[src/sv/wspq_pkg.sv]
// ----------------------------------------------------------------------------
// wspq_pkg: shared types and constants of the weighted score priority queue
// Request and status codes, field widths and the classified request record.
// ----------------------------------------------------------------------------
package wspq_pkg;

  localparam int CAPACITY_DEF   = 64;
  localparam int GRADE_CAP_DEF  = 10;
  localparam int COURSE_CAP_DEF = 32;

  localparam int PAYLOAD_W = 32;
  localparam int GRADE_W   = 10;
  localparam int COURSE_W  = 6;
  localparam int PRIO_W    = 17;

  localparam logic [1:0] REQ_ENQ   = 2'd0;
  localparam logic [1:0] REQ_DEQ   = 2'd1;
  localparam logic [1:0] REQ_QUERY = 2'd2;
  localparam logic [1:0] REQ_RSVD  = 2'd3;

  localparam logic [1:0] ST_OK    = 2'd0;
  localparam logic [1:0] ST_EMPTY = 2'd1;
  localparam logic [1:0] ST_FULL  = 2'd2;

  localparam logic [1:0] OP_ENQ   = 2'd0;
  localparam logic [1:0] OP_DEQ   = 2'd1;
  localparam logic [1:0] OP_QUERY = 2'd2;

  typedef struct packed {
    logic [1:0]           op;
    logic [PAYLOAD_W-1:0] payload;
    logic [GRADE_W-1:0]   grade;
    logic [COURSE_W-1:0]  courses;
    logic [PRIO_W-1:0]    prio;
  } cmd_t;

endpackage

[src/sv/wspq_fifo.sv]
// ----------------------------------------------------------------------------
// wspq_fifo: command queue between classifier and sorted store
// Two-entry queue so each side can stall on its own.
// ----------------------------------------------------------------------------
module wspq_fifo (
  input  logic           clk,
  input  logic           rst,
  input  logic           wr_valid,
  output logic           wr_ready,
  input  wspq_pkg::cmd_t wr_cmd,
  output logic           rd_valid,
  input  logic           rd_ready,
  output wspq_pkg::cmd_t rd_cmd
);

  wspq_pkg::cmd_t mem [2];
  logic           wp;
  logic           rp;
  logic [1:0]     fill;

  assign wr_ready = (fill != 2'd2);
  assign rd_valid = (fill != 2'd0);
  assign rd_cmd   = mem[rp];

  always_ff @(posedge clk) begin
    if (rst) begin
      wp   <= 1'b0;
      rp   <= 1'b0;
      fill <= 2'd0;
    end else begin
      if (wr_valid && wr_ready) wp <= ~wp;
      if (rd_valid && rd_ready) rp <= ~rp;
      fill <= fill + 2'((wr_valid && wr_ready)) - 2'((rd_valid && rd_ready));
    end
    if (wr_valid && wr_ready) mem[wp] <= wr_cmd;
  end

endmodule

[config.mk]
export PLATFORM = sky130hd
export DESIGN_NAME = wspq_fifo
export DESIGN_NICKNAME = d
export VERILOG_FILES = /design/src/sv/wspq_pkg.sv /design/src/sv/wspq_fifo.sv
export SDC_FILE = /design/constraint.sdc
export NUM_CORES = 1
export LEC_CHECK = 0
export BUFFER_PORTS_ARGS = -buffer_cell sky130_fd_sc_hd__buf_2
export CORE_UTILIZATION = 52
export CTS_CLUSTER_SIZE = 30
export DETAILED_ROUTE_END_ITERATION = 8
export PLACE_DENSITY = 0.79
export SLEW_MARGIN = 5
export SYNTH_ARGS = -nofsm -noshare
export SYNTH_HDL_FRONTEND = slang
export SYNTH_SLANG_ARGS = --single-unit
[constraint.sdc]
create_clock -name clk -period 5.27 [get_ports clk]
set_clock_uncertainty 0.05 [all_clocks]
set_input_delay 1.054 -clock clk [delete_from_list [all_inputs] [get_ports clk]]
set_output_delay 1.054 -clock clk [all_outputs]
set_load 0.1 [all_outputs]
# Yosys cells after proc, flatten, opt, wreduce, memory -nomap -nowiden
# Memories as Yosys holds them, arrays and structs flattened. A register that Yosys moved wholly into a read port is not among the register bits.
# Cells that the tools add are included.
totals:
  ff_bits: 4
  latch_bits: 0
  ramBits: 134
  mem_bits_ro: 0
  elab_cells: 16
  n_memories: 1
classes:
  addsub: 2
  n_mul: 0
  n_div: 0
  n_lt_le_gt_ge: 0
  n_eq_ne: 1
  shift: 0
  muxes: 4
  bitwise: 2
  reduce_logical: 3
memory_table:
  columns: ["name", "words", "width", "read_ports", "rd_ports_with_merged_regs", "wr", "line_no", "source"]
  rows:
  - ["mem", 2, 67, 1, 1, 1, "wspq_fifo.sv:16", "wspq_pkg::cmd_t mem [2];"]
op_table:
  columns: ["cell", "n"]
  rows:
  - ["$mux W1", 4]
  - ["$add A2 B1 Y2", 1]
  - ["$logic_and A1 B1 Y1", 2]
  - ["$ne A2 B2 Y1 const B", 1]
  - ["$not A1 Y1", 2]
  - ["$reduce_bool A2 Y1", 1]
  - ["$sub A2 B1 Y2", 1]

# Logic depth before layout (Yosys ltp)
# Gate-level depths: netlist of the first run.
logic_depth:
  word_depth: 4
  mapped_depth: 8
  mapped_depth_nobuf: 8

# Worst setup path after synthesis of the first run
# Ideal clock, no wire load.
synth_path:
  path_kind: "register to register"
  start: "register fill[0]"
  end: "memory mem[0][0] in the netlist's numbering (enable)"
  setup_ns: 0.493
  t_arrival_ns: 4.226
  required_time_ns: 4.727
  setup_slack_ns: 0.502
  stages_incl_launch_ff: 4
  path_buffers: 0
  period_less_slack_ns: 4.768
  path_cell_list: "dfxtp_1 nand2b_1 nand2_1 nor2_1"
synth_between:
  elab_chain_len: 4
synth_lines:
  columns: ["item", "line_no", "source"]
  rows:
  - ["start: declaration", "wspq_fifo.sv:19", "logic [1:0] fill;"]
  - ["start signal: assignment", "wspq_fifo.sv:33", "fill <= fill + 2'((wr_valid && wr_ready)) - 2'((rd_valid && rd_ready));"]
  - ["$ne A2 B2 Y1", "wspq_fifo.sv:21", "assign wr_ready = (fill != 2'd2);"]
  - ["named net wr_ready", "wspq_fifo.sv:9", "output logic wr_ready,"]
  - ["$logic_and A1 B1 Y1", "wspq_fifo.sv:35", "if (wr_valid && wr_ready) mem[wp] <= wr_cmd;"]
  - ["$mux W1", "wspq_fifo.sv:35", null]
  - ["$mux W1 (not written as such)", "wspq_fifo.sv:35", null]
  - ["end: declaration", "wspq_fifo.sv:16", null]
# The timed path passes the listed nets, and every way through them passes these cells.

==> summary by stage, run 1 <==
Critical path
The worst setup path is captured at an output pin. The number of cells traversed by the worst register-to-register path is 4. The endpoint of the worst-slack reg-to-reg timing path is mem[0][31]$_DFFE_PP_. The reg-to-reg critical path startpoint is fill[0]$_SDFF_PP0_. STA classifies the critical path startpoint as a register. The data required time of the worst path is ~4200 ps. The largest fanout on the critical path is between 60 and 70. The flop-to-flop setup slack is between 2000 and 3000 ps. Data on the critical path arrives at its endpoint at roughly 2400 ps. The kind of critical path is reg2out.

Detailed routing
The detailed router finished its first iteration with 78 violations. The post-detailed-route via-to-cell ratio is roughly 5. For this block, the via count after detailed routing is about 2600. Wires add up to just under 9 mm. The number of nets with antenna violations after routing is 0. The number of search-and-repair iterations in the first detailed-routing pass is 4. The post-detailed-route DRC marker count is 0. The wire length per cell is between 15 and 20 um.

Placed design
During placement, the flow inserted port buffers numbering around 140. The half-perimeter wire length after placement is between 5 and 6 mm. The congestion estimate from routability-driven global placement came to between 0.6 and 0.7.

STA
Setup repair after global routing left no endpoint under its margin. Measured against its own limit, the worst slew margin works out to 0.299. The final count of hold timing violations is 0. Counting I/O delays and the setup requirement, the final critical path takes ~3500 ps. The slew of the pin with the lowest slew margin is 1050 ps.

In the finished design, the share of the clock period the worst path needs comes to 0.656. The count of pins over their slew limit is 0. The number of failing setup endpoints in the final timing report is 0. After routing, the total negative slack on setup checks comes to 0 ps. The maximum clock frequency is around 290 MHz.

CTS
The number of clock buffers added by TritonCTS is 17. The number of levels the H-tree was split into is 4. The number of gates resized after CTS was 0. In this run the post-CTS setup repair buffer count came out at 0.

The TritonCTS clock tree is yes. The buffer cell driving the clock tree root is sky130_fd_sc_hd__clkbuf_8. The clock reaches the later pin of the worst-skew pair after roughly 500 ps. The number of hold buffers added after CTS was 0. The clock passes through at most 2 buffers. The number of sinks handled by clock tree synthesis is 139.

After clock tree synthesis, the clock-pin slew on the worst setup and hold paths is about 60 ps.

Cells and area
Leaving out fill and tap cells, the most frequent cell in the layout is sky130_fd_sc_hd__buf_2. The filler cell count in the final layout is slightly below 700. The count of antenna diodes in the layout is 0. For this run, the post-layout net count is about 460. Relative to the synthesized area, the layout overhead comes to 27.9%. Of the cells placed in the final design, the portion with a size suffix greater than 1 is 0.612.

The register area is between 4000 and 5000 um^2. The area of combinational cells with multiple inputs is about 1000 um^2. The top cell types in the final layout, fill and taps aside, are sky130_fd_sc_hd__buf_2, sky130_fd_sc_hd__edfxtp_1, sky130_fd_sc_hd__mux2_2.

Min path
The worst hold path belongs to the class reg2reg. The number of cells on the worst hold path is 2. The worst hold path begins at rp$_SDFFE_PP0P_. The path with the worst hold slack has its endpoint at rp$_SDFFE_PP0P_.

Die
The horizontal die dimension is between 100 and 150 um. The initial utilization of the core area, before any placement, comes to 0.532. In this run the count of I/O pins placed on the die edge is 140. Row generation in the floorplan step produced 36 rows. The placeable core region is roughly 10000 um^2. In this run the vertical extent of the chip is around 100 um. The die covers just over 10000 um^2.

Yosys
After synthesis, the mean cell area works out to roughly 22 um^2. The post-synthesis net count is a little over 300. The sequential share of the synthesized area is 0.797. Synthesis instantiated 18 different standard cells from the library. Synthesis inferred ~140 register bits. The number of warnings reported in the yosys synthesis log is 0. The area share of the largest cell type after synthesis is 0.778. After synthesis the cells add up to 5170 um^2.

Yosys attributes the largest share of cell area to sky130_fd_sc_hd__edfxtp_1, sky130_fd_sc_hd__mux2_4, sky130_fd_sc_hd__mux2_2, sky130_fd_sc_hd__dfxtp_1, sky130_fd_sc_hd__buf_6. The cell count after synthesis came out at roughly 230. The synthesized design spends more area on one cell type than any other, namely sky130_fd_sc_hd__edfxtp_1.

Global routing
For this run the aggregate overflow at the end of global routing stands at 0. The global-route wire length before repair is 12.7 mm. The via count of the first global-routing pass came to approximately 2700. The initial antenna violation count is 0.

The total routing resource utilization after global routing is 0.174. Entering global routing, the biggest net connects between 60 and 70 pins.

Run status
The flow ran to the end, and the final reports show no timing, DRC or antenna violations.

Job
The tool flagged a number of max-cap violations equal to 0.
-- how the worst max path moves through the flow --
stage                               end  depth (start not counted)                from  slack (ps)
global placement             rd_cmd[66]                          2            register        2310
detailed placement           rd_cmd[66]                          2            register        2330
global route                  rd_cmd[2]                          2            register        1670
finish                        rd_cmd[2]                          2            register        1810
floorplan           mem[0][0]$_DFFE_PP_                          3  fill[0]$_SDFF_PP0_         500
CTS                           rd_cmd[2]                          2            register        1780
-- cell families (layout without fill, tap and decap cells) --
family	count (synthesis)	count (layout)	synth area share
XOR/XNOR	3	3	0.00508
adder cells (fa/ha/maj)	2	2	0.00483
AND/OR/NAND/NOR	11	11	0.0104
multiplexers	68	68	0.170
buffers and inverters	8	173	0.0116
flip-flops	139	139	0.797
AO/OA/AOI/OAI	1	1	0.00145
-- synth_stat cells, drive strengths merged --
library cell    n
edfxtp        134
mux2           68
buf             7
dfxtp           5
nor2            5
ha              2
nor2b           2
xnor2           2
and3            1
inv             1
nand2           1
nand2b          1
o21a            1
or2             1
xor2            1
-- registers in the layout, summed over array words and instances, names as in the netlist, named ones only --
register / cells
wp: 1
rp: 1
fill: 2
mem: 134
-- stage by stage --
step	utilization	hold WS (ps)	cells	setup slack [ps]	area [um^2]
2_1_floorplan	-	431	232	502	5170
3_3_place_gp	0.617	442	498	2310	6000
3_5_place_dp	0.617	476	498	2330	6000
4_1_cts	0.680	497	530	1780	6620
5_1_grt	0.680	520	530	1670	6620
6_report	0.680	489	530	1810	6620
-- layer usage --
| layer | GRT usage | share of wire | vias up |
|---|---|---|---|
| li1 | - | - | 1218 |
| met1 | 0.186 | 0.38 | 1287 |
| met2 | 0.305 | 0.54 | 110 |
| met5 | 0 | 0 | - |
| met4 | 0.0903 | 0.012 | 0 |
| met3 | 0.0594 | 0.067 | 10 |
-- worst max-delay path, stage by stage, from the launching register on --
cell	delay [ps]
sky130_fd_sc_hd__dfxtp_4	990
sky130_fd_sc_hd__mux2_2	340
sky130_fd_sc_hd__buf_2	430
-- cell type report --
type,instances,share of cell area
flip-flops and latches,139,0.624
multi-input cells,85,0.152
repair buffers,140,0.106
clock buffers,18,0.0631
clock inverters,14,0.0299
well taps,133,0.0251
inverters,1,0.000567
Power of run 1 is left out: the tool's default activity adds up to more than one toggle a clock period on the data nets, which glitch-free logic cannot reach.
==> inputs of run 2 (changes only) <==
--- a/config.mk
+++ b/config.mk
@@ -5,11 +5,12 @@
 export SDC_FILE = /design/constraint.sdc
 export NUM_CORES = 1
 export LEC_CHECK = 0
+export ABC_AREA = 1
 export BUFFER_PORTS_ARGS = -buffer_cell sky130_fd_sc_hd__buf_2
-export CORE_UTILIZATION = 52
+export CORE_UTILIZATION = 47
 export CTS_CLUSTER_SIZE = 30
 export DETAILED_ROUTE_END_ITERATION = 8
-export PLACE_DENSITY = 0.79
+export PLACE_DENSITY = 0.75
 export SLEW_MARGIN = 5
 export SYNTH_ARGS = -nofsm -noshare
 export SYNTH_HDL_FRONTEND = slang
==> constraint.sdc (replaced) <==
create_clock -name clk -period 2.9 [get_ports clk]
set_clock_uncertainty 0.05 [all_clocks]
set_input_delay 0.58 -clock clk [delete_from_list [all_inputs] [get_ports clk]]
set_output_delay 0.58 -clock clk [all_outputs]
set_load 0.1 [all_outputs]
==> summary by stage, run 2 <==
Run status
The run finished with clean final reports.

STA
The maximum clock frequency is a little under 400 MHz. The worst relative slew slack is 0.581 (+0.282). Of the available clock period, the critical path in the final layout requires 0.889.

The final count of hold timing violations is 0 (unchanged). Setup repair after global routing left no endpoint under its margin. The slew of the pin with the lowest slew margin is 627 ps (-425 ps). The count of pins over their slew limit is 0 (unchanged). The post-layout minimum cycle time is ~2600 ps. The summed negative setup slack over all endpoints is 0 ps (unchanged). The number of failing setup endpoints in the final timing report is 0 (unchanged).

Min path
The number of cells on the worst hold path is 2 (unchanged). For hold timing, the worst endpoint is fill[0]$_SDFF_PP0_. The hold path startpoint is rst. The class of the most critical hold timing path is in2reg.

Job
The reported max-cap violation count was 0 (unchanged).

Yosys
The area fraction in and, or, nand and nor cells after synthesis is 0.0152 (+0.00479). The async set or reset register ratio after synthesis is 0 (unchanged). The count of mapped cells out of synthesis is 245 (+5.6%). The area of the mapped netlist is 5190 um^2 (+0.31%).

The average footprint of a synthesized cell is 21.2 um^2 (-5.0%). The number of warnings reported in the yosys synthesis log is 0 (unchanged). The count of flip-flops with a built-in enable after synthesis was 134 (unchanged).

The primary flip-flop cell chosen by synthesis mapping is sky130_fd_sc_hd__edfxtp_1. Counting instances in the post-synthesis netlist gives the leading cell types as sky130_fd_sc_hd__edfxtp_1, sky130_fd_sc_hd__mux2_2, sky130_fd_sc_hd__mux2_4, sky130_fd_sc_hd__nor2_1. The synthesized-area fraction occupied by ao, oa, aoi and oai cells is 0.00193 (+0.000477). The number of storage elements in the synthesis netlist is 139 (unchanged). The xor-xnor portion of the synthesized cell area is 0 (-0.00508).

The post-synthesis net count is 318 (+4.3%). In the post-synthesis netlist, the biggest area contributors are sky130_fd_sc_hd__edfxtp_1, sky130_fd_sc_hd__mux2_4, sky130_fd_sc_hd__mux2_2, sky130_fd_sc_hd__dfxtp_1, sky130_fd_sc_hd__nor2_1. The post-synthesis mux area share is 0.167 (-0.00270). The number of distinct library cells after synthesis is 13 (-5). The main combinational cell family by area after synthesis is multiplexers. The cell with the most instances after synthesis is sky130_fd_sc_hd__edfxtp_1.

The area share of the largest cell type after synthesis was 0.775 (-0.00244). The sequential share of the synthesized area was 0.794 (-0.00250). The adder-cell area share of the yosys netlist is 0.00482 (-0.0000152). The synthesized design spends more area on one cell type than any other, namely sky130_fd_sc_hd__edfxtp_1.

Critical path
The worst setup path is of the reg2out kind. The number of cells traversed by the worst register-to-register path is 4 (unchanged). The largest fanout on the critical path is 30 (-55%).

The data required time of the worst path was 2270 ps (-1900 ps). The startpoint identified for the worst register-to-register timing path is fill[1]$_SDFF_PP0_. The category of the worst setup path launch point is a register.

STA classifies the critical path endpoint as an output pin. The worst register-to-register path ends at mem[1][19]$_DFFE_PP_. The data arrival time of the critical path is 1950 ps (-400 ps). The flop-to-flop setup slack was 1060 ps (-1930 ps).

Placed design
The half-perimeter wire length after placement came to 5.58 mm (+3.6%). The final weighted congestion in routability-driven placement is 0.731 (+12%). The number of port buffers is 139 (unchanged).

Die
The die span in y came to 107 um (+5.2%). The effective utilization at floorplan is 0.481 (-0.0509). The placeable core region is 10800 um^2 (+11%).

The horizontal die dimension was 107 um (+5.2%). The number of rows in the core area was 38 (+5.6%). The I/O pin count came to 140 (unchanged). The floorplan die area is 11500 um^2 (+11%).

Cells and area
The share of final-layout standard cells stronger than drive strength 1 is 0.588 (-0.0241). The most common library cell in the layout ignoring fill and taps is sky130_fd_sc_hd__buf_2. The flip-flop count of the largest register after layout is 134 (unchanged). The final-stage net count is 475 (+3.9%). In the final layout, the registers with the most flip-flops are mem (134), fill (2). The area growth from synthesis to layout is 29.1%. The count of antenna diodes in the layout is 0 (unchanged).

The top cell types in the final layout, fill and taps aside, are sky130_fd_sc_hd__buf_2, sky130_fd_sc_hd__edfxtp_1, sky130_fd_sc_hd__mux2_2. The register containing the most flip-flops in the final layout is mem.

Global routing
The initial antenna violation count is 0 (unchanged). The global-route wire length before repair is 13.2 mm (+3.5%). The via count of the first global-routing pass came to 2819 (+4.1%).

The largest net degree at the start of global routing was 38 (-44%). The total routing resource utilization after global routing is 0.157 (-0.0167). The global route total overflow is 0 (unchanged).

CTS
TritonCTS built the clock tree. The clock transition at the registers of the reported paths came to 60 ps (about the same). The buffer depth of the longest clock path is 2 (unchanged). The number of post-CTS setup repair buffers came to 0 (unchanged).

The number of cells upsized or downsized after cts is 0 (unchanged). The number of hold buffers added after CTS was 0 (unchanged). The root buffer cell chosen for the clock tree is sky130_fd_sc_hd__clkbuf_8. The number of levels the H-tree was split into was 4 (unchanged).

The number of sinks handled by clock tree synthesis is 139 (unchanged). The CTS buffer count is 17 (unchanged). The worst-skew pair later-pin latency was 510 ps (about the same).

Detailed routing
The wire length per cell is 15.2 um (-7.3%). The post-detailed-route via-to-cell ratio is 4.80 (-3.0%). The number of vias after detailed routing is 2666 (+1.6%). The count of routing violations after the opening detailed-route iteration came to 110 (+41%).

The total routed wirelength is 8.46 mm (-2.9%). The number of search-and-repair iterations in the first detailed-routing pass is 4 (unchanged). The post-detailed-route DRC marker count is 0 (unchanged).

The number of nets with antenna violations after routing was 0 (unchanged).
==> run 2: cell type report <==
class | instances | area, um^2
flip-flops and latches | 139 | 4130
fillers | 797 | 4090
multi-input cells | 91 | 988
repair buffers | 145 | 791
clock buffers | 18 | 418
well taps | 140 | 175
clock inverters | 14 | 169
inverters | 8 | 33.8
==> run 2: worst max-delay path: stages, from the launching register on <==
cell and delay, ps:
sky130_fd_sc_hd__dfxtp_4 350, sky130_fd_sc_hd__buf_4 400, sky130_fd_sc_hd__mux2_2 390, sky130_fd_sc_hd__buf_2 290
==> run 2: how the worst max path moves through the flow <==
stage	cells past startpoint	start	slack (ps)	endpoint
finish	3	register	320	rd_cmd[19]
floorplan	4	fill[0]$_SDFF_PP0_	60	mem[0][0]$_DFFE_PP_
global route	3	register	230	rd_cmd[34]
CTS	3	register	280	rd_cmd[3]
detailed placement	3	register	830	rd_cmd[35]
global placement	3	register	850	rd_cmd[35]
==> run 2: kinds of logic (layout without fill, tap and decap cells) <==
family | count (synthesis) | after routing
and+or+nand+nor | 20 | 20
buffers and inverters | 15 | 185
AOI/OAI and AO/OA | 2 | 2
DFF | 139 | 139
adders and majority gates | 2 | 2
muxes | 67 | 67
==> run 2: metal layers <==
layer,vias to the layer above,wire length (um),track usage
li1,1269,-,-
met2,88,4370,0.266
met3,10,613,0.0675
met4,0,84,0.0587
met1,1299,3390,0.176
met5,-,0,0
==> run 2: metrics by stage <==
step	cells	instance area, um^2	utilization	setup WS [ps]	hold WS [ps]
2_1_floorplan	245	5200	-	64.1	417
3_3_place_gp	523	6120	0.567	850	439
3_5_place_dp	523	6120	0.567	827	444
4_1_cts	555	6700	0.621	280	155
5_1_grt	555	6700	0.621	229	148
6_report	555	6700	0.621	323	182
Power of run 2 is left out for the same reason.
