`src/sv/wspq_pkg.sv`:
```
// ----------------------------------------------------------------------------
// wspq_pkg: shared types and constants of the weighted score priority queue
// Request and status codes, field widths and the classified request record.
// ----------------------------------------------------------------------------
package wspq_pkg;

  localparam int CAPACITY_DEF   = 64;
  localparam int GRADE_CAP_DEF  = 10;
  localparam int COURSE_CAP_DEF = 32;

  localparam int PAYLOAD_W = 32;
  localparam int GRADE_W   = 10;
  localparam int COURSE_W  = 6;
  localparam int PRIO_W    = 17;

  localparam logic [1:0] REQ_ENQ   = 2'd0;
  localparam logic [1:0] REQ_DEQ   = 2'd1;
  localparam logic [1:0] REQ_QUERY = 2'd2;
  localparam logic [1:0] REQ_RSVD  = 2'd3;

  localparam logic [1:0] ST_OK    = 2'd0;
  localparam logic [1:0] ST_EMPTY = 2'd1;
  localparam logic [1:0] ST_FULL  = 2'd2;

  localparam logic [1:0] OP_ENQ   = 2'd0;
  localparam logic [1:0] OP_DEQ   = 2'd1;
  localparam logic [1:0] OP_QUERY = 2'd2;

  typedef struct packed {
    logic [1:0]           op;
    logic [PAYLOAD_W-1:0] payload;
    logic [GRADE_W-1:0]   grade;
    logic [COURSE_W-1:0]  courses;
    logic [PRIO_W-1:0]    prio;
  } cmd_t;

endpackage

```
`src/sv/wspq_front.sv`:
```
// ----------------------------------------------------------------------------
// wspq_front: request classifier
// Clamps grade and course count, computes the Q2.15 priority and registers
// one classified command.
// ----------------------------------------------------------------------------
module wspq_front #(
  parameter int GRADE_CAP  = wspq_pkg::GRADE_CAP_DEF,
  parameter int COURSE_CAP = wspq_pkg::COURSE_CAP_DEF
) (
  input  logic                          clk,
  input  logic                          rst,
  input  logic                          in_valid,
  output logic                          in_ready,
  input  logic [1:0]                    req_type,
  input  logic [wspq_pkg::PAYLOAD_W-1:0] payload,
  input  logic [wspq_pkg::GRADE_W-1:0]  grade_x100,
  input  logic [wspq_pkg::COURSE_W-1:0] courses_passed,
  output logic                          cmd_valid,
  input  logic                          cmd_ready,
  output wspq_pkg::cmd_t                cmd
);

  localparam int GMAX  = 100 * GRADE_CAP;
  localparam int DEN   = GMAX * COURSE_CAP;
  localparam int NUM_W = $clog2(2 * DEN + 1) + 1;
  localparam int MUL_W = NUM_W + 16;
  // reciprocal for floor(num*32768/DEN)
  localparam int SH    = MUL_W + 2;
  localparam longint RECIP = ((longint'(1) <<< SH) + DEN - 1) / DEN;

  // stage 1: clamp and form numerator
  logic                           s1_valid;
  logic [1:0]                     s1_op;
  logic [wspq_pkg::PAYLOAD_W-1:0] s1_payload;
  logic [wspq_pkg::GRADE_W-1:0]   s1_grade;
  logic [wspq_pkg::COURSE_W-1:0]  s1_courses;
  logic [NUM_W-1:0]               s1_num;
  logic [wspq_pkg::GRADE_W-1:0]   g_cl;
  logic [wspq_pkg::COURSE_W-1:0]  c_cl;
  logic [1:0]                     op_cl;
  logic                           s1_ready;
  logic [MUL_W-1:0]               scaled;
  logic [MUL_W+SH-1:0]            prod;
  logic [MUL_W:0]                 quot;
  logic [MUL_W+1:0]               rem_chk;

  assign s1_ready = !cmd_valid || cmd_ready;
  assign in_ready = !s1_valid || s1_ready;

  always_comb begin
    g_cl = (32'(grade_x100) > GMAX) ? wspq_pkg::GRADE_W'(GMAX) : grade_x100;
    c_cl = (32'(courses_passed) > COURSE_CAP) ?
           wspq_pkg::COURSE_W'(COURSE_CAP) : courses_passed;
    case (req_type)
      wspq_pkg::REQ_ENQ: op_cl = wspq_pkg::OP_ENQ;
      wspq_pkg::REQ_DEQ: op_cl = wspq_pkg::OP_DEQ;
      default:           op_cl = wspq_pkg::OP_QUERY;
    endcase
  end

  always_ff @(posedge clk) begin
    if (rst) begin
      s1_valid <= 1'b0;
    end else if (in_ready) begin
      s1_valid <= in_valid;
    end
    if (in_ready && in_valid) begin
      s1_op      <= op_cl;
      s1_payload <= payload;
      s1_grade   <= g_cl;
      s1_courses <= c_cl;
      s1_num     <= NUM_W'(g_cl * COURSE_CAP + c_cl * GMAX);
    end
  end

  // stage 2: constant divide by reciprocal with one correction step
  always_comb begin
    scaled  = MUL_W'({s1_num, 15'd0});
    prod    = (MUL_W+SH)'(scaled) * (MUL_W+SH)'(RECIP);
    quot    = (MUL_W+1)'(prod >> SH);
    rem_chk = (MUL_W+2)'(scaled) - (MUL_W+2)'(quot * DEN);
    if (rem_chk[MUL_W+1]) begin
      quot = quot - 1'b1;
    end else if (rem_chk >= (MUL_W+2)'(DEN)) begin
      quot = quot + 1'b1;
    end
  end

  always_ff @(posedge clk) begin
    if (rst) begin
      cmd_valid <= 1'b0;
    end else if (s1_ready) begin
      cmd_valid <= s1_valid;
    end
    if (s1_ready && s1_valid) begin
      cmd.op      <= s1_op;
      cmd.payload <= s1_payload;
      cmd.grade   <= s1_grade;
      cmd.courses <= s1_courses;
      cmd.prio    <= wspq_pkg::PRIO_W'(quot);
    end
  end

endmodule

```
`config.mk`:
```
export PLATFORM = sky130hd
export DESIGN_NAME = wspq_front
export DESIGN_NICKNAME = d
export VERILOG_FILES = /design/src/sv/wspq_pkg.sv /design/src/sv/wspq_front.sv
export SDC_FILE = /design/constraint.sdc
export NUM_CORES = 1
export LEC_CHECK = 0
export BUFFER_PORTS_ARGS = -buffer_cell sky130_fd_sc_hd__buf_2
export CORE_MARGIN = 5
export CORE_UTILIZATION = 30
export CTS_CLUSTER_SIZE = 40
export DETAILED_ROUTE_END_ITERATION = 16
export REMOVE_ABC_BUFFERS = 1
export SLEW_MARGIN = 20
export SYNTH_ARGS = -nofsm -noshare
export SYNTH_HDL_FRONTEND = slang
export SYNTH_SLANG_ARGS = --single-unit
export TNS_END_PERCENT = 5
```
`constraint.sdc`:
```
create_clock -name clk -period 27.2 [get_ports clk]
set_input_delay 2.72 -clock clk [delete_from_list [all_inputs] [get_ports clk]]
set_output_delay 2.72 -clock clk [all_outputs]
set_load 0.005 [all_outputs]
```
After elaboration in Yosys (flattened, before gate mapping)

Cells that the tools add are included.

Multiplexer cells: 5
Multipliers: 3
Equal/unequal tests: 1
Reduce and logical (&&, ||, !) cells: 7
Add/subtract/negate cells: 4
Magnitude comparators: 3

Operators by type and width:

| cell                   | count |
|---|---|
| $mul 17x20->37 const B | 1 |
| $ge 35x15->1 const B   | 1 |
| $mux 17                | 2 |
| $sub 32x33->34         | 1 |
| $mul 18x7->25 const B  | 1 |
| $add 15x16->17         | 1 |
| $add 17x1->17 const B  | 1 |
| $sub 17x1->17 const B  | 1 |
| $mul 6x7->13 const B   | 1 |
| $gt 10x10->1 const B   | 1 |
| $mux 10                | 1 |
| $gt 6x6->1 const B     | 1 |
| $mux 6                 | 1 |
| $pmux 2 s2             | 1 |
| $eq 2x1->1 const B     | 1 |
| $logic_and 1x1->1      | 2 |
| $logic_not 1->1        | 2 |
| $logic_not 2->1        | 1 |
| $logic_or 1x1->1       | 2 |

Logic and storage cells: 35
Register bits: 136

Longest topological paths before layout

Gate-level depths: netlist (run 1).

Depth after elaboration: 6
Depth in mapped cells: 52
Gate-level depth less buffers: 50

Worst setup path before layout (run 1)

OpenSTA, ideal clock, no wires.

Path kind: register -> register
Start point: reg s1_num[14]
End point: reg cmd[16] (netlist bit) (data pin)
Slack: 14,634 ps
Path buffers: 2
Arrival time: 12,298 ps
Period minus slack after synthesis: 12,566 ps
Data required time: 26,932 ps
Stages on the path, launching flop included: 50
Cell sequence: edfxtp_1 > fa_1 > inv_1 > fa_1 > inv_1 > fa_1 > fa_1 > fa_1 > fa_1 > ha_1 > a21oi_1 > a21boi_0 > a311o_1 > o211ai_1 > a21o_1 > o21ai_0 > a41oi_1 > nand2b_1 > [14 not listed] > a21boi_0 > o21ai_0 > nand2b_1 > xnor2_1 > ha_1 > clkbuf_1 > nand2b_1 > nor2b_1 > nor4_1 > o2111ai_1 > a2111oi_0 > o2111ai_1 > nor4_1 > nand4_1 > or4_1 > buf_2 > a41o_1 > xor2_1

Cells in the longest elaborated chain, start to end: 6
Elaborated cells on any way between the ends: 8
Those cells by class: 3 x add/sub; 2 x mul; 1 x order compare; 2 x mux

Ends and longest elaborated chain:

| element                | line             | text |
|---|---|---|
| start, declared        | wspq_front.sv:37 | `logic [NUM_W-1:0] s1_num;` |
| start signal, assigned | wspq_front.sv:72 | `s1_num <= NUM_W'(g_cl * COURSE_CAP + c_cl * GMAX);` |
| $mul 17x20->37         | wspq_front.sv:79 | `prod = (MUL_W+SH)'(scaled) * (MUL_W+SH)'(RECIP);` |
| $mul 18x7->25          | wspq_front.sv:81 | `rem_chk = (MUL_W+2)'(scaled) - (MUL_W+2)'(quot * DEN);` |
| $sub 32x33->34         | wspq_front.sv:81 |  |
| $ge 35x15->1           | wspq_front.sv:84 | `end else if (rem_chk >= (MUL_W+2)'(DEN)) begin` |
| $mux 17                | wspq_front.sv:84 |  |
| $mux 17 (*)            | wspq_front.sv:82 | `if (rem_chk[MUL_W+1]) begin` |
| via quot[16]           | wspq_front.sv:44 | `logic [MUL_W:0] quot;` |
| end, declared          | wspq_front.sv:20 | `output wspq_pkg::cmd_t cmd` |

Mark *: on every way through the listed nets, which the timed path passes. The rest lies on a longest branch.
A chain may end at the register's enable or synchronous reset.

Worst setup path in the final report (run 1)

Start point: reg s1_num[15]
End point: reg cmd[16] (netlist bit) (data pin)

Same word-level chain as after synthesis.

==> out/results.md, run 1 <==
STA
* 69.5 MHz — max frequency
* false — setup repair after global routing missed its margin
* 0 — Final Setup Violations
* 0.0160 ns — largest clock skew in the final design
* 0 ns — TNS Setup
* 0.529 — final clock period utilization by the worst path
* 12.82 ns — slack of the critical path
* 0 — Hold Fails Final Rpt
* 14.38 ns — final worst path period need
* 0 — max-slew violation total from the final report
* 0.339 — worst relative slew slack
* 0.988 ns — Slew @ Worst Pin

Floorplan
* 224 microns — Horiz. Die Dim
* 0.0455 sq mm — Core Footprint
* 224 microns — Chip Height
* 123 — IO Pins
* 78 — number of placement rows
* 0.303 — effective utilization at floorplan
* 0.0504 sq mm — full die area

Critical path
* adder cells — CP top delay family
* fa_1 — crit-path most repeated cell
* reg -> reg — critical path class
* 27.35 ns — worst endpoint required time
* or4_1 — cell with the largest stage delay on the worst path
* 8 — number of buffer and inverter instances along the worst setup path
* register — kind of launch point of the worst setup path
* 0.72 ns — delay of the slowest cell on the worst path
* register — endpoint class of the critical path
* 12.82 ns — reg-to-reg setup timing slack
* 8 — largest fanout of any net on the critical path
* 14.53 ns — data arrival time at the worst-slack endpoint

Clocking
* 131 — total clock sinks
* 4 — H-tree level count
* 0.07 ns — clock transition time at the flip-flop clock pins of the worst setup and hold paths
* 0 — number of buffers inserted by post-CTS setup repair
* 0 — post-cts repair resize count
* 2 — maximum clock insertion buffer count
* 0 — number of buffers inserted by hold repair at cts
* clkbuf_16 — root buffer selected by CTS
* done — clock tree from TritonCTS
* 17 — total CTS buffers
* 0.44 ns — clock latency on the worst-skew pair

Global routing
* 63 — largest net degree at the start of global routing
* 51300 microns — first-pass GRT wire length
* 2 — antenna violations before repair
* 0.126 — global routing usage summed across all routing layers
* 9963 — number of global-route vias before repair
* 0 — total gr overflow

Logic synthesis
* 131 — post-synthesis sequential element count
* edfxtp_1 — ys flop type
* 10.6 sq um — mean instance size in the synthesized netlist
* 80 — synth unique cells
* 1297 — Gate Count Post-Synth
* 129 — number of enable-type register cells in the synthesized netlist
* 0 — Warnings, synthesis
* 0 — fraction of synthesis flops using an asynchronous set or reset pin
* 0.284 — proportion of synthesized chip area in sequential cells
* 0.0138 sq mm — netlist area before placement

Routing
* 0 — Antenna Violating Nets Remaining
* 31500 microns — Routed Wire Length
* 15.5 microns — average wire length per cell after detail routing
* 9656 — detailed-route via count
* 4.74 — mean number of vias per cell
* 0 — number of DRC violations after detailed routing
* 571 — initial DRC count
* 7 — drt first pass iters

Place
* 12.99 ns — setup slack at placement
* 0.889 — gpl congestion
* 26400 microns — dpl hpwl
* 122 — IO buf count

Cells and area
* 4660 — fill cell instance count of the final layout
* 14.0% — relative area change from synthesis to final layout
* 1834 — number of nets in the layout
* 0 — ANT cells
* 0.134 — fraction of final layout cells sized beyond drive strength 1

Outcome
* finished clean — status

Hold path
* reg -> reg — worst min path class

Flow run
* 0 — MaxCap Viol Count

flip-flops by register name, summed over array words and instances (netlist names):
name        cells
s1_grade       10
s1_op           2
cmd            67
s1_num         12
s1_payload     32
s1_valid        1
cmd_valid       1
s1_courses      6
metal layers:
layer | share of wire | global-route usage | vias to the layer above
li1 | - | - | 4758
met1 | 0.46 | 0.171 | 4681
met2 | 0.48 | 0.213 | 186
met3 | 0.050 | 0.0238 | 27
met4 | 0.0095 | 0.0224 | 4
met5 | 0.00086 | 0 | -
cells in the final DEF, fill, tap and decap left out, types with 5 or more instances in the layout:
master     count
inv_6          5
edfxtp_1     129
and3_1         8
nand2b_1      17
xor2_1        24
o2bb2ai_1      5
clkbuf_16     17
nor2b_1       13
nor3_1        21
nand4_1       12
or3_1         10
o21ai_0       39
nand2_1       37
buf_2        122
buf_4         10
a21o_1        11
o21a_1         8
ha_1         241
nor4_1        11
and2_1         9
fa_1         116
nand3_1       23
xnor2_1       52
a21boi_0       7
nor2_1        62
a21oi_1       60
o21bai_1       8
or2_2          9
a211oi_1      15
inv_1        228
o211ai_1       6
synthesized netlist by cell type, types with 17 or more instances:
master / number / area share
nand2_1: 37 / 0.010
fa_1: 116 / 0.17
nand2b_1: 17 / 0.0077
a21oi_1: 60 / 0.022
nor2_1: 62 / 0.017
edfxtp_1: 129 / 0.28
inv_1: 228 / 0.062
ha_1: 241 / 0.22
nor3_1: 21 / 0.0076
clkbuf_1: 21 / 0.0057
nand3_1: 23 / 0.0083
xnor2_1: 52 / 0.033
o21ai_0: 39 / 0.014
xor2_1: 24 / 0.015
per-stage QoR:
| stage | util | cell area, sq um | instances | hold slack (ns) |
|---|---|---|---|---|
| 2_1_floorplan | - | 13700 | 1272 | 0.400 |
| 3_3_place_gp | 0.333 | 15200 | 2004 | 0.401 |
| 3_5_place_dp | 0.333 | 15200 | 2004 | 0.406 |
| 4_1_cts | 0.346 | 15700 | 2036 | 0.419 |
| 5_1_grt | 0.346 | 15700 | 2036 | 0.418 |
| 6_report | 0.346 | 15700 | 2036 | 0.416 |
layout make-up:
class	count	area, sq um	share of cell area
sequential	131	3910	0.249
timing repair buffer	132	686	0.0436
tap	600	751	0.0477
inverter	229	860	0.0547
clock buffer	17	425	0.0271
clock inverter	15	138	0.00875
multi-input combinational	912	8950	0.569
cell families (layout without fill, tap and decap cells):
| group | count (synthesis) | after routing | synth area share |
|---|---|---|---|
| flip-flops | 131 | 131 | 0.284 |
| AND/OR/NAND/NOR | 255 | 255 | 0.0984 |
| multiplexers | 3 | 3 | 0.00227 |
| buffers and inverters | 254 | 393 | 0.0693 |
| XOR/XNOR | 76 | 76 | 0.0482 |
| AO/OA/AOI/OAI | 217 | 217 | 0.109 |
| adder cells (fa/ha/maj) | 360 | 360 | 0.389 |
| other | 1 | 1 | 0.000272 |
worst register-to-register path, delay by kind of cell (launching register included):
kind            cells  cell delay (ns)
buf+inv             8             0.73
xor+xnor            3             0.86
compound gates     15             3.69
flops               1             0.57
simple gates       10             2.26
fa+ha+maj          13             5.97
final timing paths:
check / start / endpoint / cells after the start
setup / recovery: s1_num[15]$_DFFE_PP_ / cmd[16]$_DFFE_PP_ / 49
hold / removal: s1_payload[27]$_DFFE_PP_ / cmd[60]$_DFFE_PP_ / 0
hold reg to reg: s1_payload[27]$_DFFE_PP_ / cmd[60]$_DFFE_PP_ / 0
setup reg to reg: s1_num[15]$_DFFE_PP_ / cmd[16]$_DFFE_PP_ / 49
Power of run 1 is not shown: default switching activity piles up to over one toggle a cycle in this logic, so the estimate is an artifact.
==> inputs of run 2 (changes only) <==
--- a/config.mk
+++ b/config.mk
@@ -5,6 +5,7 @@
 export SDC_FILE = /design/constraint.sdc
 export NUM_CORES = 1
 export LEC_CHECK = 0
+export ABC_AREA = 1
 export BUFFER_PORTS_ARGS = -buffer_cell sky130_fd_sc_hd__buf_2
 export CORE_MARGIN = 5
 export CORE_UTILIZATION = 30
==> constraint.sdc (replaced) <==
create_clock -name clk -period 14.8 [get_ports clk]
set_input_delay 1.48 -clock clk [delete_from_list [all_inputs] [get_ports clk]]
set_output_delay 1.48 -clock clk [all_outputs]
set_load 0.005 [all_outputs]
==> out/results.md, run 2 <==
Outcome
* finished clean — status, unchanged

STA
* 0.843 — final clock period utilization by the worst path, was 0.529
* false — setup repair after global routing missed its margin, unchanged
* 0 — max-slew violation total from the final report, unchanged
* 0.0273 ns — largest clock skew in the final design, was 0.0160 ns
* 0 ns — TNS Setup, unchanged
* 0 — Hold Fails Final Rpt, unchanged
* 12.48 ns — final worst path period need, was 14.38 ns
* 80.1 MHz — max frequency, was 69.5 MHz
* 0.851 ns — Slew @ Worst Pin, was 0.988 ns
* 0 — Final Setup Violations, unchanged
* 0.431 — worst relative slew slack, was 0.339

Global routing
* 0.139 — global routing usage summed across all routing layers, was 0.126
* 60000 microns — first-pass GRT wire length, was 51300 microns
* 11900 — number of global-route vias before repair, was 9963
* 63 — largest net degree at the start of global routing, unchanged
* 0 — total gr overflow, unchanged
* 0 — antenna violations before repair, was 2

Routing
* 4.58 — mean number of vias per cell, was 4.74
* 37400 microns — Routed Wire Length, was 31500 microns
* 11400 — detailed-route via count, was 9656
* 0 — Antenna Violating Nets Remaining, unchanged
* 15.0 microns — average wire length per cell after detail routing, was 15.5 microns
* 5 — drt first pass iters, was 7
* 0 — number of DRC violations after detailed routing, unchanged
* 546 — initial DRC count, was 571

Place
* 0.933 — gpl congestion, was 0.889
* 0.0164 sq mm — dpl cell area, was 0.0152 sq mm
* 31600 microns — dpl hpwl, was 26400 microns
* 122 — IO buf count, unchanged
* 2464 — Inst Count DP, was 2004

Clocking
* clkbuf_16 — root buffer selected by CTS, unchanged
* 0.44 ns — clock latency on the worst-skew pair, about the same
* 0.07 ns — clock transition time at the flip-flop clock pins of the worst setup and hold paths, about the same
* 0 — number of buffers inserted by hold repair at cts, unchanged
* done — clock tree from TritonCTS, unchanged
* 4 — H-tree level count, unchanged
* 2 — maximum clock insertion buffer count, unchanged
* 0 — post-cts repair resize count, unchanged
* 0 — number of buffers inserted by post-CTS setup repair, unchanged
* 131 — total clock sinks, unchanged
* 17 — total CTS buffers, unchanged

Critical path
* 0.60 ns — delay of the slowest cell on the worst path, was 0.72 ns
* 12.66 ns — data arrival time at the worst-slack endpoint, was 14.53 ns
* 19 — largest fanout of any net on the critical path, was 8
* nand2_1 — crit-path most repeated cell, was fa_1
* register — endpoint class of the critical path, unchanged
* reg -> reg — critical path class, unchanged
* 14.97 ns — worst endpoint required time, was 27.35 ns
* register — kind of launch point of the worst setup path, unchanged
* edfxtp_1 — cell with the largest stage delay on the worst path, was or4_1

Logic synthesis
* inv_1 (325), nand2_1 (313), ha_1 (241) — ranking of synthesized cells by instance count, was ha_1 (241), inv_1 (228), edfxtp_1 (129)
* edfxtp_1 — cell accounting for the most synthesized area, unchanged
* inv_1 — most frequently used cell type in the post-synthesis netlist, was ha_1
* edfxtp_1 — ys flop type, unchanged
* 1684 — Gate Count Post-Synth, was 1297
* 0 — Warnings, synthesis, unchanged
* 50 — synth unique cells, was 80
* 0.259 — share of the synthesized area in the top cell type, was 0.281
* 0.262 — proportion of synthesized chip area in sequential cells, was 0.284
* 129 — number of enable-type register cells in the synthesized netlist, unchanged
* 131 — post-synthesis sequential element count, unchanged
* 0 — fraction of synthesis flops using an asynchronous set or reset pin, unchanged
* 0.0149 sq mm — netlist area before placement, was 0.0138 sq mm
* 8.88 sq um — mean instance size in the synthesized netlist, was 10.6 sq um
* edfxtp_1 (26%), ha_1 (20%), fa_1 (16%), inv_1 (8.2%), nand2_1 (7.9%) — synth top area cells, was edfxtp_1 (28%), ha_1 (22%), fa_1 (17%), inv_1 (6.2%), xnor2_1 (3.3%)

Cells and area
* cmd — most flop-heavy register, unchanged
* cmd: 67 flops, s1_payload: 32 flops, s1_num: 12 flops — Top Registers, unchanged
* 13.7% — relative area change from synthesis to final layout, was 14.0%
* 67 — number of flip-flops in the largest register, unchanged
* 2496 — non-filler cells, final, was 2036
* 0 — ANT cells, unchanged
* inv_1 — most frequent standard cell in the layout excluding fill and tap cells, was ha_1
* 0.346 — Finished Core Util, about the same
* inv_1 (324), nand2_1 (313), ha_1 (241), edfxtp_1 (129), buf_2 (122) — commonest cells after routing, fill and taps aside, was ha_1 (241), inv_1 (228), edfxtp_1 (129), buf_2 (122), fa_1 (116)
* 5012 — fill cell instance count of the final layout, was 4660
* 0.139 — fraction of final layout cells sized beyond drive strength 1, was 0.134
* 0.0170 sq mm — cell area after layout, was 0.0157 sq mm
* 2230 — number of nets in the layout, was 1834

Floorplan
* 81 — number of placement rows, was 78
* 233 microns — Horiz. Die Dim, was 224 microns
* 233 microns — Chip Height, was 224 microns
* 0.304 — effective utilization at floorplan, was 0.303
* 123 — IO Pins, unchanged
* 0.0492 sq mm — Core Footprint, was 0.0455 sq mm
* 0.0544 sq mm — full die area, was 0.0504 sq mm

Flow run
* 0 — MaxCap Viol Count, unchanged

Hold path
* reg -> reg — worst min path class, unchanged

==> run 2: cell count changes after synthesis, sizes merged, moves of 10 or more <==
cell	change
inv	+110
a21oi	+26
a211oi	-14
clkbuf	-12
nor2	+75
nand3	+75
nand2	+309
nand2b	-17
nor2b	-14
xnor2	-40
or3	-10
xor2	+26
==> run 2: final timing paths <==
path                                     endpoint  cells after the start                      from  slack, ns
worst max-delay path            cmd[13]$_DFFE_PP_                     52      s1_num[15]$_DFFE_PP_       2.32
worst max register to register  cmd[13]$_DFFE_PP_                     52      s1_num[15]$_DFFE_PP_       2.32
worst min register to register  cmd[48]$_DFFE_PP_                      0  s1_payload[15]$_DFFE_PP_       0.41
worst min-delay path            cmd[48]$_DFFE_PP_                      0  s1_payload[15]$_DFFE_PP_       0.41
==> run 2: layout make-up <==
type	count	area [sq um]	area share
Tap cell	664	831	0.0489
Sequential cell	131	3910	0.230
Timing Repair Buffer	127	648	0.0381
Clock inverter	15	188	0.0110
Inverter	339	1270	0.0749
Clock buffer	17	425	0.0250
Multi-Input combinational cell	1203	9720	0.572
==> run 2: per-layer routing <==
metal	part of all wire	global-route usage	up-vias
met5	0	0	-
met1	0.44	0.180	5422
met2	0.49	0.239	249
li1	-	-	5694
met4	0.027	0.0393	0
met3	0.041	0.0235	59
==> run 2: worst max-delay path: cells and delay by family, from the launching register on <==
family                   cells  cell delay, ns
AO/OA/AOI/OAI               10            2.21
XOR/XNOR                     3            0.97
adder cells (fa/ha/maj)     12            5.39
buffers and inverters        7            0.76
flip-flops                   1            0.60
AND/OR/NAND/NOR             20            2.30
==> run 2: cell families after synthesis <==
| group | share of synthesized area |
|---|---|
| adders and majority gates | 0.357 |
| buffers and inverters | 0.0891 |
| and+or+nand+nor | 0.195 |
| xor gates and xnor gates | 0.0411 |
| DFF | 0.262 |
| AOI/OAI and AO/OA | 0.0554 |
| other | 0.000251 |
==> run 2: through the flow <==
stage,setup WS [ns],hold slack [ns]
6_report,2.32,0.414
5_1_grt,1.24,0.424
4_1_cts,2.27,0.415
3_5_place_dp,2.33,0.405
3_3_place_gp,2.47,0.401
2_1_floorplan,3.81,0.400
Power of run 2 is left out for the same reason.
==> inputs of run 3 (changes only) <==
--- a/config.mk
+++ b/config.mk
@@ -5,7 +5,7 @@
 export SDC_FILE = /design/constraint.sdc
 export NUM_CORES = 1
 export LEC_CHECK = 0
-export ABC_AREA = 1
+export ABC_AREA = 0
 export BUFFER_PORTS_ARGS = -buffer_cell sky130_fd_sc_hd__buf_2
 export CORE_MARGIN = 5
 export CORE_UTILIZATION = 30
==> constraint.sdc (replaced) <==
create_clock -name clk -period 13 [get_ports clk]
set_input_delay 1.3 -clock clk [delete_from_list [all_inputs] [get_ports clk]]
set_output_delay 1.3 -clock clk [all_outputs]
set_load 0.005 [all_outputs]
==> out/results.md, run 3 (synthesis gave the netlist of run 1 again) <==
Floorplan
* 0.0504 sq mm — full die area, was 0.0544 sq mm
* 123 — IO Pins, unchanged
* 78 — number of placement rows, was 81
* 0.0455 sq mm — Core Footprint, was 0.0492 sq mm
* 224 microns — Chip Height, was 233 microns
* 224 microns — Horiz. Die Dim, was 233 microns
* 0.303 — effective utilization at floorplan, was 0.304

Cells and area
* 1916 — number of nets in the layout, was 2230
* 0.00391 sq mm — Register Area, unchanged
* ha_1 (234), inv_1 (227), edfxtp_1 (129), buf_2 (122), fa_1 (114) — commonest cells after routing, fill and taps aside, was inv_1 (324), nand2_1 (313), ha_1 (241), edfxtp_1 (129), buf_2 (122)
* cmd — most flop-heavy register, unchanged
* 0.00928 sq mm — total area of multi-input combinational cells, was 0.00972 sq mm
* 67 — number of flip-flops in the largest register, unchanged
* 21.2% — relative area change from synthesis to final layout, was 13.7%
* 0 — ANT cells, unchanged
* cmd: 67 flops, s1_payload: 32 flops, s1_num: 12 flops — Top Registers, unchanged
* 0.215 — fraction of final layout cells sized beyond drive strength 1, was 0.139
* 4507 — fill cell instance count of the final layout, was 5012
* ha_1 — most frequent standard cell in the layout excluding fill and tap cells, was inv_1

Clocking
* done — clock tree from TritonCTS, unchanged
* 131 — total clock sinks, unchanged
* 17 — total CTS buffers, unchanged
* clkbuf_16 — root buffer selected by CTS, unchanged
* 0.09 ns — clock transition time at the flip-flop clock pins of the worst setup and hold paths, was 0.07 ns
* 0.44 ns — clock latency on the worst-skew pair, about the same
* 4 — H-tree level count, unchanged
* 2 — maximum clock insertion buffer count, unchanged
* 0 — number of buffers inserted by hold repair at cts, unchanged

Critical path
* register — endpoint class of the critical path, unchanged
* 8 — largest fanout of any net on the critical path, was 19
* reg -> reg — critical path class, unchanged
* fa_1 — crit-path most repeated cell, was nand2_1
* adder cells — CP top delay family, unchanged
* 6 — number of buffer and inverter instances along the worst setup path, was 7
* 13.18 ns — worst endpoint required time, was 14.97 ns
* fa_1 — cell with the largest stage delay on the worst path, was edfxtp_1
* 0.53 ns — reg-to-reg setup timing slack, was 2.32 ns
* 0.55 ns — delay of the slowest cell on the worst path, was 0.60 ns
* register — kind of launch point of the worst setup path, unchanged
* 12.65 ns — data arrival time at the worst-slack endpoint, was 12.66 ns

STA
* 0.0184 ns — largest clock skew in the final design, was 0.0273 ns
* 0.814 ns — Slew @ Worst Pin, was 0.851 ns
* 0 — Final Setup Violations, unchanged
* 80.2 MHz — max frequency, was 80.1 MHz
* 0 — max-slew violation total from the final report, unchanged
* 0 ns — TNS Setup, unchanged
* 0.403 ns — Worst Hold Slack, was 0.414 ns
* 0.959 — final clock period utilization by the worst path, was 0.843
* 0.458 — worst relative slew slack, was 0.431
* 12.47 ns — final worst path period need, was 12.48 ns
* 0 — Hold Fails Final Rpt, unchanged

Global routing
* 0 — total gr overflow, unchanged
* 10200 — number of global-route vias before repair, was 11900
* 63 — largest net degree at the start of global routing, unchanged
* 2 — antenna violations before repair, was 0
* 0.130 — global routing usage summed across all routing layers, was 0.139
* 53100 microns — first-pass GRT wire length, was 60000 microns

Routing
* 33400 microns — Routed Wire Length, was 37400 microns
* 4.75 — mean number of vias per cell, was 4.58
* 0 — Antenna Violating Nets Remaining, unchanged
* 10100 — detailed-route via count, was 11400
* 15.8 microns — average wire length per cell after detail routing, was 15.0 microns
* 0 — number of DRC violations after detailed routing, unchanged
* 449 — initial DRC count, was 546
* 5 — drt first pass iters, unchanged

Place
* 122 — IO buf count, unchanged
* 27200 microns — dpl hpwl, was 31600 microns
* 0.911 — gpl congestion, was 0.933

Hold path
* reg -> reg — worst min path class, unchanged

Flow run
* 0 — MaxCap Viol Count, unchanged

Outcome
* finished clean — status, unchanged

-- run 3: cell types whose count changed in the layout (fill, tap and decap cells not counted), moves of 24 or more --
cell	change
nand3_1	-71
inv_1	-97
nand2_2	-24
nor2_1	-55
buf_4	+86
xnor2_1	+33
a21oi_1	-28
nand2_1	-276
-- run 3: worst paths after layout --
path | from | end | cells after the start
worst max-delay path | s1_num[15]$_DFFE_PP_ | cmd[3]$_DFFE_PP_ | 44
worst min-delay path | s1_payload[23]$_DFFE_PP_ | cmd[56]$_DFFE_PP_ | 0
worst max register to register | s1_num[15]$_DFFE_PP_ | cmd[3]$_DFFE_PP_ | 44
worst min register to register | s1_payload[23]$_DFFE_PP_ | cmd[56]$_DFFE_PP_ | 0
-- run 3: metrics by stage --
| step | utilization | cell area (sq um) | cells | setup slack (ns) |
|---|---|---|---|---|
| 2_1_floorplan | - | 13700 | 1272 | 0.00537 |
| 3_3_place_gp | 0.344 | 15700 | 2070 | 0.0532 |
| 3_5_place_dp | 0.344 | 15700 | 2070 | -0.218 |
| 4_1_cts | 0.358 | 16300 | 2102 | 0.0348 |
| 5_1_grt | 0.368 | 16700 | 2118 | -0.0132 |
| 6_report | 0.368 | 16700 | 2118 | 0.534 |
-- run 3: what timing repair did --
item,CTS,global route
cloned,0,0
endpoints found under the hold margin,0,0
pin swaps,0,26
buffers inserted,0,16
setup endpoints to repair,17,17
gates resized for setup,6,63
-- run 3: worst register-to-register path: cells and delay by family (launching register included) --
kind                       cells  cell delay (ns)
DFF                            1             0.41
adders and majority gates     13             5.67
and+or+nand+nor               10             2.31
xor gates and xnor gates       2             0.35
AOI/OAI and AO/OA             13             2.92
buffers and inverters          6             0.58
-- run 3: cell type report --
| class | instances | area share |
|---|---|---|
| clock buffers | 17 | 0.0254 |
| multi-input cells | 912 | 0.555 |
| inverters | 229 | 0.0516 |
| well taps | 600 | 0.0449 |
| repair buffers | 214 | 0.0785 |
| clock inverters | 15 | 0.0111 |
| flip-flops and latches | 131 | 0.234 |
-- run 3: layer usage --
metal  global-route usage  vias to the layer above  wire length (microns)
met3               0.0258                       23                   1390
met4               0.0228                        4                    301
met1                0.181                     4905                  15600
li1                     -                     4936                      -
met2                0.214                      199                  16000
met5                    0                        -                     25
Power of run 3 is left out for the same reason.
